==> config.mk <==
export PLATFORM = sky130hd
export DESIGN_NAME = ibb_convert
export DESIGN_NICKNAME = d
export VERILOG_FILES = /design/src/hw/rtl/ibb_pkg.sv /design/src/hw/rtl/ibb_convert.sv
export SDC_FILE = /design/constraint.sdc
export NUM_CORES = 1
export LEC_CHECK = 0
export ABC_AREA = 1
export BUFFER_PORTS_ARGS = -buffer_cell sky130_fd_sc_hd__buf_4
export CAP_MARGIN = 10
export CELL_PAD_IN_SITES_DETAIL_PLACEMENT = 1
export CELL_PAD_IN_SITES_GLOBAL_PLACEMENT = 1
export CORE_AREA = 2 2 162 148
export DETAILED_ROUTE_END_ITERATION = 8
export DIE_AREA = 0 0 164 150
export PLACE_DENSITY_LB_ADDON = 0.1
export SLEW_MARGIN = 20
export SYNTH_ARGS = -nofsm -noshare
export SYNTH_HDL_FRONTEND = slang
export SYNTH_SLANG_ARGS = --single-unit
export TNS_END_PERCENT = 1
==> constraint.sdc <==
create_clock -name vclk -period 3.5
set_input_delay 0.175 -clock vclk [all_inputs]
set_output_delay 0.175 -clock vclk [all_outputs]
set_load 0.01 [all_outputs]
==> src/hw/rtl/ibb_pkg.sv <==
package ibb_pkg;

  // store geometry
  localparam int STORE_DEPTH = 1024;
  localparam int ADDR_W      = $clog2(STORE_DEPTH);
  localparam int CNT_W       = 11;
  localparam int WORD_W      = 32;
  localparam int POS_W       = 10;
  localparam logic [CNT_W-1:0] DEPTH_CNT = CNT_W'(STORE_DEPTH);

  // compaction limits
  localparam logic [WORD_W-1:0] NARROW_TOP  = 32'h0000_FFFF;
  localparam logic [WORD_W-1:0] NARROW_SPAN = 32'h0000_FFFE;

  // configuration register indexes
  typedef enum logic [2:0] {
    CFG_RESTART_VALUE = 3'd0,
    CFG_MAX_VERTEX    = 3'd1,
    CFG_CAPACITY      = 3'd2,
    CFG_RESTART_COMPAT = 3'd3,
    CFG_CLAMP_IN_RANGE = 3'd4
  } cfg_idx_t;

  // input actions
  typedef enum logic [2:0] {
    ACT_APPEND         = 3'd0,
    ACT_APPEND_RESTART = 3'd1,
    ACT_SET_AT         = 3'd2,
    ACT_RESTART_AT     = 3'd3,
    ACT_READ           = 3'd4,
    ACT_CLEAR          = 3'd5
  } action_t;

  // result status codes
  typedef enum logic [1:0] {
    ST_OK       = 2'd0,
    ST_VERTEX   = 2'd1,
    ST_POSITION = 2'd2
  } status_t;

  // configuration registers
  typedef struct packed {
    logic [WORD_W-1:0] restart_value;
    logic [WORD_W-1:0] max_vertex;
    logic [CNT_W-1:0]  capacity;
    logic              restart_compatible;
    logic              clamp_in_range;
  } cfg_t;

  // running summary of the stored words
  typedef struct packed {
    logic [CNT_W-1:0]  entry_total;
    logic [WORD_W-1:0] lowest_index;
    logic [WORD_W-1:0] highest_index;
    logic              restart_seen;
  } summary_t;

  // per-word outcome handed to the result stage
  typedef struct packed {
    status_t status;
    logic    read_ok;
  } step_t;

endpackage

==> src/hw/rtl/ibb_convert.sv <==
module ibb_convert import ibb_pkg::*; (
  input  summary_t          summary,
  input  cfg_t              cfg,
  input  logic              read_ok,
  input  logic [WORD_W-1:0] word,
  output logic [WORD_W-1:0] read_value,
  output logic              narrow_mode,
  output logic [WORD_W-1:0] index_base,
  output logic              is_empty
);

  logic [WORD_W-1:0] span;
  logic [WORD_W-1:0] delta;
  logic [WORD_W-1:0] top;
  logic [WORD_W-1:0] rebased;
  logic              span_pos;
  logic              rebase;

  // span of the stored indices; it wraps when lowest is above highest, hence span_pos
  assign span        = summary.highest_index - summary.lowest_index;
  assign span_pos    = summary.lowest_index < summary.highest_index;
  assign narrow_mode = !span_pos || (span <= NARROW_SPAN);
  assign rebase      = narrow_mode && (summary.highest_index >= NARROW_TOP);
  assign index_base  = rebase ? summary.lowest_index : '0;
  assign is_empty    = summary.lowest_index > summary.highest_index;

  // rebase on the minimum and clamp
  assign delta   = word - summary.lowest_index;
  assign top     = (cfg.restart_compatible || !cfg.clamp_in_range) ? NARROW_TOP : span;
  assign rebased = (delta < top) ? delta : top;

  // pick the converted word
  always_comb begin
    if (!read_ok) begin
      read_value = '0;
    end else if (!narrow_mode) begin
      read_value = word;
    end else if (rebase) begin
      read_value = rebased;
    end else begin
      read_value = {16'h0000, word[15:0]};
    end
  end

endmodule

==> flow_summary.ini <==
[timing]
period_minus_slack_ns = 4.40
fin_setup_tns_ns = -26.32
grt_setup_unrepaired = yes
slew_viol_final = 0
clock.fmax_mhz = 227
setup_viol = 32
maxSlewHeadroom_pct = 48.3
worstMarginPinSlew_ns = 0.769
fin_crit_sh_pct = 126
worst_slack_ns = -0.898
hold_viol_final = 0

[setup_path]
cp-end-kind = output port
cp_cell_sequence = buf_4 -> inv_1 -> buf_12 -> ha_1 -> a21o_1 -> a31oi_1 -> o21ai_0 -> a21oi_1 -> nand2_2 -> xor2_2 -> ha_1 -> nand4_1 -> buf_4 -> buf_4 -> o221ai_4 -> a21oi_2 -> a21boi_1 -> buf_6 -> nand2_1 -> nand2_1 -> nand3_1 -> a21oi_2 -> buf_4
cp.depth = 23
cp_common_cell = buf_4
arrival_ns = 4.22
worstPathRequired_ns = 3.32
crit_family = compound AO/OA/AOI/OAI gates
critical_path_buf_inv_count = 7
worstSetupStartpoint = summary[54]
slowest_delay_ns = 0.32
critPathLaunchType = input port
critPathKind = input port to output port
crit_path_max_fanout = 22
slowest_stage = ha_1

[global_route]
grt_max_degree = 33
grt_pass1_wl_mm = 54.7
grt_antenna_before_repair = 0
grt-ovfl-total = 0
grt_pass1_vias = 10557
grt_usage_pct = 28.5

[floorplanning]
core-area_mm2 = 0.0230
ioPinCount = 252
start_util_pct = 29.4
die_area_mm2 = 0.0246
die-height_um = 150
dieWidth_um = 164
row_count = 53

[synth]
yosysMostFrequentCell = nand2_1
avgSynthCellArea_um2 = 5.01
syn-num-nets = 1631
netlist_area_mm2 = 0.00676
synthCells = 1349
ys_warn_count = 0
synth_top_area_cell = nand2_1
yosysSeqAreaShare_pct = 0
synthTopCellsByCount = nand2_1 (434), inv_1 (239), nor2_1 (161)
synthTopCellsByArea = nand2_1 (24%), ha_1 (17%), inv_1 (13%)
ys_types = 38
synth_top_area_share_pct = 24.1

[clock_tree]
cts_hold_buf = 0

[hold_path]
min-delay-start = summary[33]
hold_depth = 4
min_to = index_base[0]
min_path_type = input port to output port

[job]
max_cap_viol_count = 0

[finish]
fill_cells = 3290
flops_and_latches = 0
drive_above_1_share_pct = 34.0
clock_buffers = 0
nNetsFinal = 2097
antenna_cells = 0
final_util_pct = 49.1
syn2layout_area_growth_pct = 67.1
register_area_um2 = 0

[power_and_ir_drop]
power_density_mw_per_mm2 = 237
finalPower_w = 0.00267
max-vdd-ir-drop_mv = 0.113
p_leak_nw = 6.38

[routing]
totalWireLength_mm = 36.1
first_pass_iters = 5
vias_per_cell = 4.83
vias = 10206
ant_nets = 0
wire_per_inst_um = 17.1
drtIter0Drc = 334
post-route-drc-count = 0

[placed_design]
portBuffers = 165
dp_slack_ns = -0.929
gp_congestion = 0.921
hpwl_mm = 31.4

[status]
violations = setup timing
outcome = finished, violations left
-- tightest hold or removal path: cells and delay by family --
| kind | cells | cell delay (ns) |
|---|---|---|
| buf+inv | 3 | 0.31 |
| simple gates | 1 | 0.04 |
-- worst max path at each step --
stage	end	slack, ns
after floorplan	read_value[20]	-0.14
after global placement	read_value[20]	-0.83
after detailed placement	read_value[22]	-0.93
after CTS	read_value[5]	-0.81
after global routing	read_value[22]	-1.06
final	read_value[22]	-0.90
-- routing by layer --
metal / up-vias / wire length, um / share of wire (%) / GRT usage (%)
met3: 60 / 1170 / 3.2 / 1.69
met4: 0 / 1400 / 3.9 / 9.61
met1: 4717 / 15800 / 44 / 34.2
met2: 235 / 17800 / 49 / 53.7
met5: - / 0 / 0 / 0
li1: 5194 / - / - / -
-- cell families (layout without fill, tap and decap cells) --
logic type | Yosys count | count (layout) | synth area share [%]
and+or+nand+nor | 780 | 780 | 48.6
buffers and inverters | 274 | 738 | 15.6
AOI/OAI and AO/OA | 170 | 170 | 14.1
adders and majority gates | 96 | 96 | 18.0
xor gates and xnor gates | 29 | 29 | 3.76
-- cells in the final DEF (no fill, tap or decap), types with 3 or more instances in the layout --
cell	count
buf_4	477
nand2_1	424
inv_1	226
nor2_1	153
nand3_1	96
ha_1	76
a21oi_1	75
o21ai_0	35
nand4_1	25
xor2_1	20
nor2_2	20
a21oi_2	19
inv_2	15
nand2_2	14
ha_4	14
nor3_1	13
clkinvlp_4	11
o21bai_1	8
a21o_1	7
nand3b_1	7
buf_12	6
xnor2_1	5
o21a_1	5
nor4_1	5
o21ai_1	4
nor2_4	4
nand3_2	4
ha_2	4
a31oi_1	3
or2_2	3
and2_1	3
xor2_2	3
-- stage by stage --
stage	std cells	hold WS (ns)	area, um2
after floorplan	1349	0.437	6820
after global placement	2108	0.695	10700
after detailed placement	2108	0.704	10700
after CTS	2114	0.707	11100
after global routing	2115	0.727	11300
final	2115	0.704	11300
-- report_power, final --
part | switching [W] | internal [W]
registers | 0 | 0
clock network | 0 | 0
logic | 0.00147 | 0.00121
-- area by class of cell --
type,instances,area [um2],share of cell area (%)
repair buffers,486,3750,33.2
multi-input cells,1075,6170,54.7
inverters,252,987,8.74
well taps,302,378,3.35
-- what timing repair did --
action / CTS / global route
setup endpoints to repair: 32 / 63
setup buffers: 5 / 1
gates cloned: 1 / 0
resized for setup: 51 / 40
pin swaps: 9 / 4
(Power assumes the default switching activity.)
