### config.mk
export PLATFORM = sky130hd
export DESIGN_NAME = ibb_summary
export DESIGN_NICKNAME = d
export VERILOG_FILES = /design/src/hw/rtl/ibb_pkg.sv /design/src/hw/rtl/ibb_summary.sv
export SDC_FILE = /design/constraint.sdc
export NUM_CORES = 1
export LEC_CHECK = 0
export BUFFER_PORTS_ARGS = -buffer_cell sky130_fd_sc_hd__buf_2
export CORE_MARGIN = 2
export CORE_UTILIZATION = 31
export DETAILED_ROUTE_END_ITERATION = 12
export PLACE_DENSITY = 0.65
export RECOVER_POWER = 25
export SKIP_CTS_REPAIR_TIMING = 1
export SLEW_MARGIN = 30
export SYNTH_ARGS = -nofsm -noshare
export SYNTH_HDL_FRONTEND = slang
export SYNTH_SLANG_ARGS = --single-unit
### constraint.sdc
create_clock -name clk -period 4 [get_ports clk]
set_input_delay 0 -clock clk [delete_from_list [all_inputs] [get_ports clk]]
set_output_delay 0 -clock clk [all_outputs]
set_load 0.02 [all_outputs]
### src/hw/rtl/ibb_pkg.sv
package ibb_pkg;

  // store geometry
  localparam int STORE_DEPTH = 1024;
  localparam int ADDR_W      = $clog2(STORE_DEPTH);
  localparam int CNT_W       = 11;
  localparam int WORD_W      = 32;
  localparam int POS_W       = 10;
  localparam logic [CNT_W-1:0] DEPTH_CNT = CNT_W'(STORE_DEPTH);

  // compaction limits
  localparam logic [WORD_W-1:0] NARROW_TOP  = 32'h0000_FFFF;
  localparam logic [WORD_W-1:0] NARROW_SPAN = 32'h0000_FFFE;

  // configuration register indexes
  typedef enum logic [2:0] {
    CFG_RESTART_VALUE = 3'd0,
    CFG_MAX_VERTEX    = 3'd1,
    CFG_CAPACITY      = 3'd2,
    CFG_RESTART_COMPAT = 3'd3,
    CFG_CLAMP_IN_RANGE = 3'd4
  } cfg_idx_t;

  // input actions
  typedef enum logic [2:0] {
    ACT_APPEND         = 3'd0,
    ACT_APPEND_RESTART = 3'd1,
    ACT_SET_AT         = 3'd2,
    ACT_RESTART_AT     = 3'd3,
    ACT_READ           = 3'd4,
    ACT_CLEAR          = 3'd5
  } action_t;

  // result status codes
  typedef enum logic [1:0] {
    ST_OK       = 2'd0,
    ST_VERTEX   = 2'd1,
    ST_POSITION = 2'd2
  } status_t;

  // configuration registers
  typedef struct packed {
    logic [WORD_W-1:0] restart_value;
    logic [WORD_W-1:0] max_vertex;
    logic [CNT_W-1:0]  capacity;
    logic              restart_compatible;
    logic              clamp_in_range;
  } cfg_t;

  // running summary of the stored words
  typedef struct packed {
    logic [CNT_W-1:0]  entry_total;
    logic [WORD_W-1:0] lowest_index;
    logic [WORD_W-1:0] highest_index;
    logic              restart_seen;
  } summary_t;

  // per-word outcome handed to the result stage
  typedef struct packed {
    status_t status;
    logic    read_ok;
  } step_t;

endpackage

### src/hw/rtl/ibb_summary.sv
module ibb_summary import ibb_pkg::*; (
  input  logic              clk,
  input  logic              rst_n,
  input  logic              accept,
  input  action_t           action,
  input  logic [POS_W-1:0]  position,
  input  logic [WORD_W-1:0] vertex,
  input  cfg_t              cfg,
  output summary_t          summary,
  output step_t             step,
  output logic              mem_we,
  output logic [ADDR_W-1:0] mem_waddr,
  output logic [WORD_W-1:0] mem_wdata
);

  summary_t         sum_r;
  summary_t         sum_nxt;
  logic [CNT_W-1:0] lim;
  logic [CNT_W-1:0] slot;
  logic [CNT_W-1:0] slot_end;
  logic             slot_bad;
  logic             pos_bad;
  logic             vertex_bad;
  logic             do_write;

  // effective capacity and target slot
  assign lim        = (cfg.capacity > DEPTH_CNT) ? DEPTH_CNT : cfg.capacity;
  assign slot       = (action == ACT_APPEND || action == ACT_APPEND_RESTART) ?
                      sum_r.entry_total : CNT_W'(position);
  assign slot_end   = slot + CNT_W'(1);
  assign slot_bad   = slot >= lim;
  assign pos_bad    = CNT_W'(position) >= lim;
  assign vertex_bad = vertex > cfg.max_vertex;

  // action decode, status and next summary
  always_comb begin
    sum_nxt      = sum_r;
    step.status  = ST_OK;
    step.read_ok = 1'b0;
    do_write     = 1'b0;
    mem_wdata    = vertex;
    unique case (action)
      ACT_APPEND, ACT_SET_AT: begin
        if (vertex_bad) begin
          step.status = ST_VERTEX;
        end else if (slot_bad) begin
          step.status = ST_POSITION;
        end else begin
          do_write = 1'b1;
          if (vertex < sum_r.lowest_index) begin
            sum_nxt.lowest_index = vertex;
          end
          if (vertex > sum_r.highest_index) begin
            sum_nxt.highest_index = vertex;
          end
        end
      end
      ACT_APPEND_RESTART, ACT_RESTART_AT: begin
        mem_wdata = cfg.restart_value;
        if (slot_bad) begin
          step.status = ST_POSITION;
        end else begin
          do_write             = 1'b1;
          sum_nxt.restart_seen = 1'b1;
        end
      end
      ACT_READ: begin
        if (pos_bad) begin
          step.status = ST_POSITION;
        end else begin
          step.read_ok = 1'b1;
        end
      end
      ACT_CLEAR: begin
        sum_nxt.entry_total   = '0;
        sum_nxt.lowest_index  = '1;
        sum_nxt.highest_index = '0;
        sum_nxt.restart_seen  = 1'b0;
      end
      default: begin
      end
    endcase
    if (do_write && slot_end > sum_r.entry_total) begin
      sum_nxt.entry_total = slot_end;
    end
  end

  assign mem_we    = accept & do_write;
  assign mem_waddr = slot[ADDR_W-1:0];
  assign summary   = sum_r;

  // summary registers
  always_ff @(posedge clk) begin
    if (!rst_n) begin
      sum_r.entry_total   <= '0;
      sum_r.lowest_index  <= '1;
      sum_r.highest_index <= '0;
      sum_r.restart_seen  <= 1'b0;
    end else if (accept) begin
      sum_r <= sum_nxt;
    end
  end

endmodule

==> metrics.yaml <==
route:
  drt_iter0_markers: 291
  remaining_drc_errors: 0
  drtPass1Iterations: 5
  antenna_left: 0
  wl_per_cell_um: 15.6
  vias: 6612
  routed_wl_um: 20900
  vias_per_cell: 4.94
synthesis:
  yosys_warnings: 0
  synth_fp_nets: 1052
  ys_async_sr_fraction_pct: 0
  synth_cell_types: 54
  ys_ff_latch: 76
  synth_ff_type: "dfxtp_1"
  avgSynthCellArea_um2: 8.39
  netlist_instances: 799
  synth-edff-count: 0
  ys_seq_area_share_pct: 22.7
  synthesis.area_um2: 6700
setup_path:
  reg2reg_from: "summary[65]$_SDFFE_PN0P_"
  cp.required_ps: 4260
  path_class: "in2reg"
  cp_cell_sequence: "dlygate4sd3_1 -> buf_2 -> ha_1 -> nand4_1 -> nor4_1 -> nor2b_2 -> nor3_1 -> a221o_1 -> or4_2 -> buf_12 -> o22ai_2"
  r2r_cells: 14
  slowest_stage: "or4_2"
  ff2ff_setup_slack_ps: 680
  worstSetupStartpointType: "input port"
  end_kind: "flop"
  arrival_ps: 3920
  crit_fanout: 21
  max_stage_delay_ps: 940
  worstReg2RegEnd: "summary[67]$_SDFFE_PN0P_"
pwr:
  ir_drop_mv: 0.185
  p_leak_nw: 4.37
  power.density_nw_per_um2: 282
timing:
  rsz0062_at_grt: "false"
  timing.hold.ws_ps: -17.6
  fin_crit_sh_pct: 91.6
  max_freq_mhz: 273
  hold_viol: 4
  fin_skew_ps: 9.64
  slew_violations: 0
  worst_pin_slew_ps: 646
  period_minus_slack_ps: 3660
  slew_headroom_pct: 56.5
  finalSetupViolations: 0
  tns_ps: 0
die:
  design.core.area_um2: 21200
  die_w_um: 151
  dieHeight_um: 151
  start_util_pct: 31.7
  pin_count: 247
  dieArea_um2: 22800
  rows: 53
layout:
  antenna_cells: 0
  syn2layout_area_growth_pct: 30.9
  largest_register_ffs: 76
  layout-drive-gt1-share_pct: 27.2
  final_cell_area_um2: 8780
  layout.nets: 1312
global_routing:
  grtUsageTotal_pct: 17.9
  overflow: 0
  grt_pass1_vias: 6144
  antenna_found_initial: 0
  grt_max_degree: 48
  grt_pass1_wl_um: 31600
clock_network:
  cts_sinks: 76
  cts_buffers: 9
  path_clk_slew_ps: 60
  clockBufferDepth: 2
  htree_num_levels: 3
  cts_root_buffer: "clkbuf_16"
  cts_tree: "yes"
  clk_latency_ps: 340
min_path:
  min-delay-start: "vertex[21]"
  hold_class: "in2reg"
  min_to: "summary[54]$_SDFFE_PN1P_"
  worstHoldPathCells: 2
job:
  max-cap-violations: 0
placed_design:
  hpwlAfterDp_um: 16500
  finalWeightedCongestion: 0.848
  port_buffers: 244
  placed_area_um2: 8240
status:
  violations: "negative hold slack"
  status: "complete, but fails checks"
through the flow:
step	setup slack [ps]	hold slack [ps]	total power, mW	instances	util [%]
after global placement	442	248	1.47	1299	38.9
after CTS	659	-103	2.49	1314	40.6
after floorplan	517	119	1.23	799	-
after detailed placement	440	256	1.48	1299	38.9
after global routing	177	7.17	2.61	1338	41.5
final	337	-17.6	2.48	1338	41.5
placed cells by master (no fill, tap or decap), drive strengths merged, types with 2 or more instances in the layout:
master       netlist  routed
nand2b             5       5
bufinv             0       4
clkbuf            17      59
xnor2              8       8
a211o              2       2
and4               2       2
or3                5       5
a32o              11      11
or4                4       4
dlygate4sd3        0      24
nor3              10      10
inv              151     151
o21a               3       3
a221oi             2       2
a211oi             4       4
nor2b              9       9
o211ai             4       4
buf               11     204
o22a              32      32
and3               3       3
o21ai             20      20
a21o               6       6
nor2              17      17
ha               128     128
nand3             17      17
a31oi              3       3
nor4               8       8
nand2             72      72
a221o              3       3
mux2i              9       9
o22ai             32      32
and2               4       4
mux2              33      33
clkinv             1       2
o221ai             2       2
a22oi              3       3
dfxtp             76      76
a21oi             50      50
nand4             23      23
kinds of logic (layout without fill, tap and decap cells):
logic type,count (synthesis),after routing,share of synthesized area (%)
flip-flops,76,76,22.7
buffers and inverters,180,444,10.5
adder cells (fa/ha/maj),128,128,23.9
XOR/XNOR,9,9,1.18
AND/OR/NAND/NOR,181,181,13.5
AO/OA/AOI/OAI,183,183,21.4
multiplexers,42,42,6.89
final cells by class:
type / count / area (um^2)
Tap cell: 275 / 344
Inverter: 152 / 571
Clock inverter: 5 / 125
Timing Repair Buffer: 277 / 1480
Clock buffer: 10 / 229
Sequential cell: 76 / 1520
Multi-Input combinational cell: 543 / 4510
Fill cell: 2161 / 12400
report_power, final:
group / internal [mW] / switching [mW] / leakage, nW / total, mW
registers: 0.780 / 0.0187 / 0.616 / 0.798
clock network: 0.669 / 0.329 / 0.173 / 0.997
logic: 0.281 / 0.399 / 3.58 / 0.680
total: 1.73 / 0.746 / 4.37 / 2.48
synth_stat cells (4+ instances only):
master	instances	area, um^2
inv_1	151	567
ha_1	128	1600
dfxtp_1	76	1520
nand2_1	72	270
a21oi_1	50	250
mux2_2	33	372
o22a_1	32	280
o22ai_2	30	375
nand4_1	22	138
o21ai_0	19	95.1
clkbuf_1	17	63.8
nand3_1	17	85.1
nor2_1	17	63.8
a32o_1	11	110
nor3_1	10	50.1
mux2i_1	9	90.1
nor2b_1	8	50.1
nor4_1	8	50.1
xnor2_1	8	70.1
a21o_1	6	45.0
buf_2	5	25.0
nand2b_1	5	31.3
or3_1	5	31.3
a211oi_1	4	30.0
o211ai_1	4	30.0
worst max-delay path by stage:
stage,from,end,slack [ps],cells after the start
finish,vertex[11],summary[32]$_SDFFE_PN0P_,340,11
global route,vertex[17],summary[32]$_SDFFE_PN0P_,180,11
floorplan,action[2],summary[67]$_SDFFE_PN0P_,520,18
global placement,action[2],summary[73]$_SDFFE_PN0P_,440,17
detailed placement,action[2],summary[70]$_SDFFE_PN0P_,440,17
CTS,summary[65]$_SDFFE_PN0P_,summary[70]$_SDFFE_PN0P_,660,14
per-layer routing:
metal,track usage (%),part of all wire (%),vias up
met5,0,0,-
met4,3.93,1.3,0
met3,3.52,5.6,18
met2,31.3,48,197
met1,22.7,45,3039
li1,-,-,3358
worst max-delay path, delay by kind of cell:
kind	cells	cell delay, ps
AND/OR/NAND/NOR	5	2000
AO/OA/AOI/OAI	2	600
buffers and inverters	3	980
adder cells (fa/ha/maj)	1	330
(Power assumes the default switching activity.)
